### config.mk
export PLATFORM = sky130hd
export DESIGN_NAME = iirlp_csr
export DESIGN_NICKNAME = d
export VERILOG_FILES = /design/src/rtl/iirlp_pkg.sv /design/src/rtl/iirlp_csr.sv
export SDC_FILE = /design/constraint.sdc
export NUM_CORES = 1
export LEC_CHECK = 0
export BUFFER_PORTS_ARGS = -buffer_cell sky130_fd_sc_hd__buf_2
export CORE_ASPECT_RATIO = 0.6
export CORE_MARGIN = 1
export CORE_UTILIZATION = 50
export CTS_CLUSTER_DIAMETER = 30
export CTS_CLUSTER_SIZE = 20
export DETAILED_ROUTE_END_ITERATION = 7
export PLACE_DENSITY = 0.89
export SETUP_SLACK_MARGIN = 0.3
export SLEW_MARGIN = 20
export SYNTH_ARGS = -nofsm -noshare
export SYNTH_HDL_FRONTEND = slang
export SYNTH_SLANG_ARGS = --single-unit
### constraint.sdc
create_clock -name clock -period 1.4 [get_ports clock]
set_input_delay 0.14 -clock clock [delete_from_list [all_inputs] [get_ports clock]]
set_output_delay 0.14 -clock clock [all_outputs]
set_load 0.05 [all_outputs]
### src/rtl/iirlp_pkg.sv
package iirlp_pkg;

   localparam int COEF_W = 20;
   localparam int SAMPLE_W = 16;
   localparam int CSR_INDEX_W = 3;
   localparam int DEF_COEF_FRAC_BITS = 16;

   // Samples the filter needs, the current one included, before it produces real output.
   localparam int WARMUP_SAMPLES = 3;
   localparam int HELD_W = $clog2(WARMUP_SAMPLES + 1);

   typedef enum logic {
      ACT_SAMPLE = 1'b0,
      ACT_CLEAR  = 1'b1
   } action_type;

   typedef enum logic [CSR_INDEX_W-1:0] {
      CSR_A0 = 3'd0,
      CSR_A1 = 3'd1,
      CSR_A2 = 3'd2,
      CSR_B1 = 3'd3,
      CSR_B2 = 3'd4
   } csr_index_type;

   typedef struct packed {
      logic [COEF_W-1:0] a0;
      logic [COEF_W-1:0] a1;
      logic [COEF_W-1:0] a2;
      logic [COEF_W-1:0] b1;
      logic [COEF_W-1:0] b2;
   } coef_set_type;

endpackage

### src/rtl/iirlp_csr.sv
module iirlp_csr
   import iirlp_pkg::*;
(
   input  logic                   clock,
   input  logic                   reset,
   input  logic                   csr_wr_en,
   input  logic [CSR_INDEX_W-1:0] csr_index,
   input  logic [COEF_W-1:0]      csr_wdata,
   output coef_set_type           coef
);

   coef_set_type coef_ff;
   coef_set_type coef_in;

   always_comb begin
      coef_in = coef_ff;
      if (csr_wr_en) begin
         case (csr_index)
            CSR_A0:  coef_in.a0 = csr_wdata;
            CSR_A1:  coef_in.a1 = csr_wdata;
            CSR_A2:  coef_in.a2 = csr_wdata;
            CSR_B1:  coef_in.b1 = csr_wdata;
            CSR_B2:  coef_in.b2 = csr_wdata;
            default: coef_in = coef_ff;
         endcase
      end
   end

   always_ff @(posedge clock) begin
      if (reset) begin
         coef_ff <= '0;
      end else begin
         coef_ff <= coef_in;
      end
   end

   assign coef = coef_ff;

endmodule

# Word-level counts from Yosys, hierarchy flattened
# Cells that the tools add are included.
[totals]
reg_bits = 100
output_inout_bits = 100
[classes]
n_eq_ne = 4
reduce_logical = 6
[ops]
columns = ["op", "count"]
rows = [
  ["2-bit AND reduction", 5],
  ["3-bit by 2-bit equality test with 1-bit output, second input constant", 2],
  ["3-bit by 1-bit equality test with 1-bit output, second input constant", 1],
  ["3-bit equality test, second input constant", 1],
  ["3-bit logical NOT", 1],
]

# Depth between registers and ports, before layout
[depth]
depth_word = 2
mapped_depth = 4
ltp_nobuf = 2

# Worst setup path after synthesis
# Ideal clock, no wire load.
[synth_timing]
kind = "input port to flip-flop"
start = "input port csr_index[0]"
end = "register coef_ff (netlist bit coef[89])"
setup_ps = 122
arrival_ps = 939
required_time_ps = 1278
slack_ps = 339
stages = 3
n_path_buf = 1
cell_sequence = "or4b_1 > buf_6 > mux2i_1"
[synth_between]
elab_chain_cells = 2
[synth_lines]
columns = ["item", "line", "source"]
rows = [
  ["start: declaration", "iirlp_csr.sv:7", "input logic [CSR_INDEX_W-1:0] csr_index,"],
  ["3-bit logical NOT", "iirlp_csr.sv:18", "case (csr_index)"],
  ["2-bit AND reduction (no line)", "--", ""],
  ["end signal: assignment", "iirlp_csr.sv:33", "coef_ff <= coef_in;"],
  ["end: declaration", "iirlp_csr.sv:12", "coef_set_type coef_ff;"],
]
# Every way passes these cells.
# A chain may end at the register's enable or synchronous reset.

# Worst setup path after layout
[layout_timing]
start = "register coef_ff (netlist bit coef[13])"
end = "output port coef[13] (netlist name)"
[layout_lines]
columns = ["item", "line", "source"]
rows = [
  ["end: declaration", "iirlp_csr.sv:9", "output coef_set_type coef"],
]
# No word-level cell between the ends.

==> out/results.ini <==
[outcome]
status=complete, no violations

[global_routing]
grt_util_met3=0.0668
met2_usage=0.345
track_usage=0.232
overflow=0
antenna_found_initial=0
grt_pass1_wl_um=14400
busiest_layer=met2
grt_pass1_vias=2768
grtUsageMet1=0.334
grt_max_degree=73

[clocking]
clkSlewWorstSetupHoldPaths_ns=0.07
cts_resized=17
clk_latency_ns=0.33
post-cts-setup-buffers=0
cts_sinks=100
postCtsHoldBufs=0
cts_tree=built
clk_path_buf_depth=2
cts_htree_levels=3
cts_inserted_buffers=9
root_buffer=clkbuf_16

[pwr]
power_density_nw_per_um2=1140
clockPowerShare=0.393
cell_internal_pwr_mw=4.37
switching_share=0.264
p_sw_mw=1.57
peakVddDrop_v=0.000622
pwr-share-comb=0.111
p_leak_nw=2.62
seqPwrFrac=0.496
power_mw=5.94

[logic_synthesis]
synth_common_cells=nand2b_1, dfxtp_1, mux2i_1
syn-cell-area_um2=3930
seq_area_frac_synth=0.509
syn_inst=350
netlist_top_cells_area=dfxtp_1, mux2i_1, nand2b_1, clkbuf_1, buf_2
ys_seq_elements=100
syn-num-nets=376
synth_edf_count=0
syn_avg_cell_area_um2=11.2
yosysTopAreaCell=dfxtp_1
yosys_most_used_dff=dfxtp_1
synthDistinctLibCells=11
synth_most_common_cell=nand2b_1
synth_warnings=0
postSynth.asyncResetShare=0
synth_top_area_share=0.509

[sta]
worst_clock_skew_ns=0
rsz0062_at_grt=false
finalSetupViolCount=0
drv_slew=0
tightest_slew_ns=0.384
timing.fmax_mhz=920
tns_ns=0
min_period_ns=1.09
hold_violations=0
relSlewSlack=0.744
fin_crit_sh=0.777

[worst_setup_path]
cp.arrival_ns=0.95
crit_fanout=2
required_ns=1.26
endpoint_kind=primary output
start_kind=flop
worst_path_max_delay_cell=dfxtp_1
cp_num_buf_inv=1
path_cells=buf_2
max_stage_delay_ns=0.35
path_delay_family=flip-flops
path_class=flop to primary output

[floorplan]
start_util=0.530
core_area_um2=7420
dieWidth_um=116
ios=126
die_y_um=70.7
dieArea_um2=8230
num_rows=24

[route]
first_pass_iters=4
vias=2899
routed_wl_um=9460
wl_per_cell_um=16.2
drt_iter0_drc=140
drcViolationCount=0
postRouteAntennaNets=0
post_drt_via_cell_ratio=4.98

[finish]
layout.nets=499
fin_area_um2=5220
largest_reg_flops=100
drive_gt1_frac=0.320
antenna_cells=0
area_delta_synth_final_pct=32.8
fin_cells=582

[placed_design]
placed_cell_area_um2=4730
port_buffers=125
dp.cells=566
place.gp.congestion=0.766
dp_hpwl_um=6690

[job]
cap_viol_max_count=0

[min_path]
hp-class=primary input to flop

## area by class of cell
class                   count  area (µm²)
well taps                 104         130
multi-input cells         227        1840
flip-flops and latches    100        2000
clock buffers               9         225
fillers                   545        2200
clock inverters             7        55.1
repair buffers            135         963
## metrics by stage
step,utilization,worst slack [ns],hold WS [ns]
final,0.704,0.313,0.183
after global routing,0.704,0.284,0.203
after CTS,0.681,0.301,0.173
after detailed placement,0.637,0.130,0.465
after global placement,0.637,0.151,0.455
after floorplan,-,0.339,0.381
## power groups by stage
stage          registers, mW  logic, mW  clock network (mW)
3_5_place_dp            3.00      0.631                   0
3_3_place_gp            3.00      0.621                   0
4_1_cts                 2.94      0.639                2.36
6_report                2.94      0.660                2.33
2_1_floorplan           3.22      0.227                   0
5_1_grt                 2.95      0.691                2.49
## cells by family after synthesis
logic type,share of synthesized area
AND/OR/NAND/NOR,0.209
flip-flops,0.509
multiplexers,0.255
buffers and inverters,0.0267
## placed cells by master, fill, tap and decap left out, drive strengths merged
cell type / synthesis / final
or4b: 1 / 1
dfxtp: 100 / 100
clkbuf: 13 / 72
nand2b: 120 / 120
inv: 0 / 4
buf: 10 / 72
clkinvlp: 0 / 2
clkinv: 0 / 1
nand4bb: 3 / 3
mux2i: 100 / 100
nor4bb: 1 / 1
nor4b: 1 / 1
nand4b: 1 / 1
## layer usage
| metal | share of wire | wire length, µm |
|---|---|---|
| met4 | 0.0086 | 81 |
| met3 | 0.051 | 478 |
| met5 | 0 | 0 |
| met1 | 0.51 | 4790 |
| met2 | 0.43 | 4110 |
## path summary, 6_finish.rpt
| kind | startpoint | cells after the start | slack, ns | to |
|---|---|---|---|---|
| min | csr_wdata[19] | 3 | 0.18 | coef[19]$_SDFFE_PP0P_ |
| max reg2reg | coef[39]$_SDFFE_PP0P_ | 2 | 0.74 | coef[39]$_SDFFE_PP0P_ |
| max | coef[13]$_SDFFE_PP0P_ | 1 | 0.31 | coef[13] |
| min reg2reg | coef[38]$_SDFFE_PP0P_ | 2 | 0.47 | coef[38]$_SDFFE_PP0P_ |
Power figures use the tool's default switching activity.
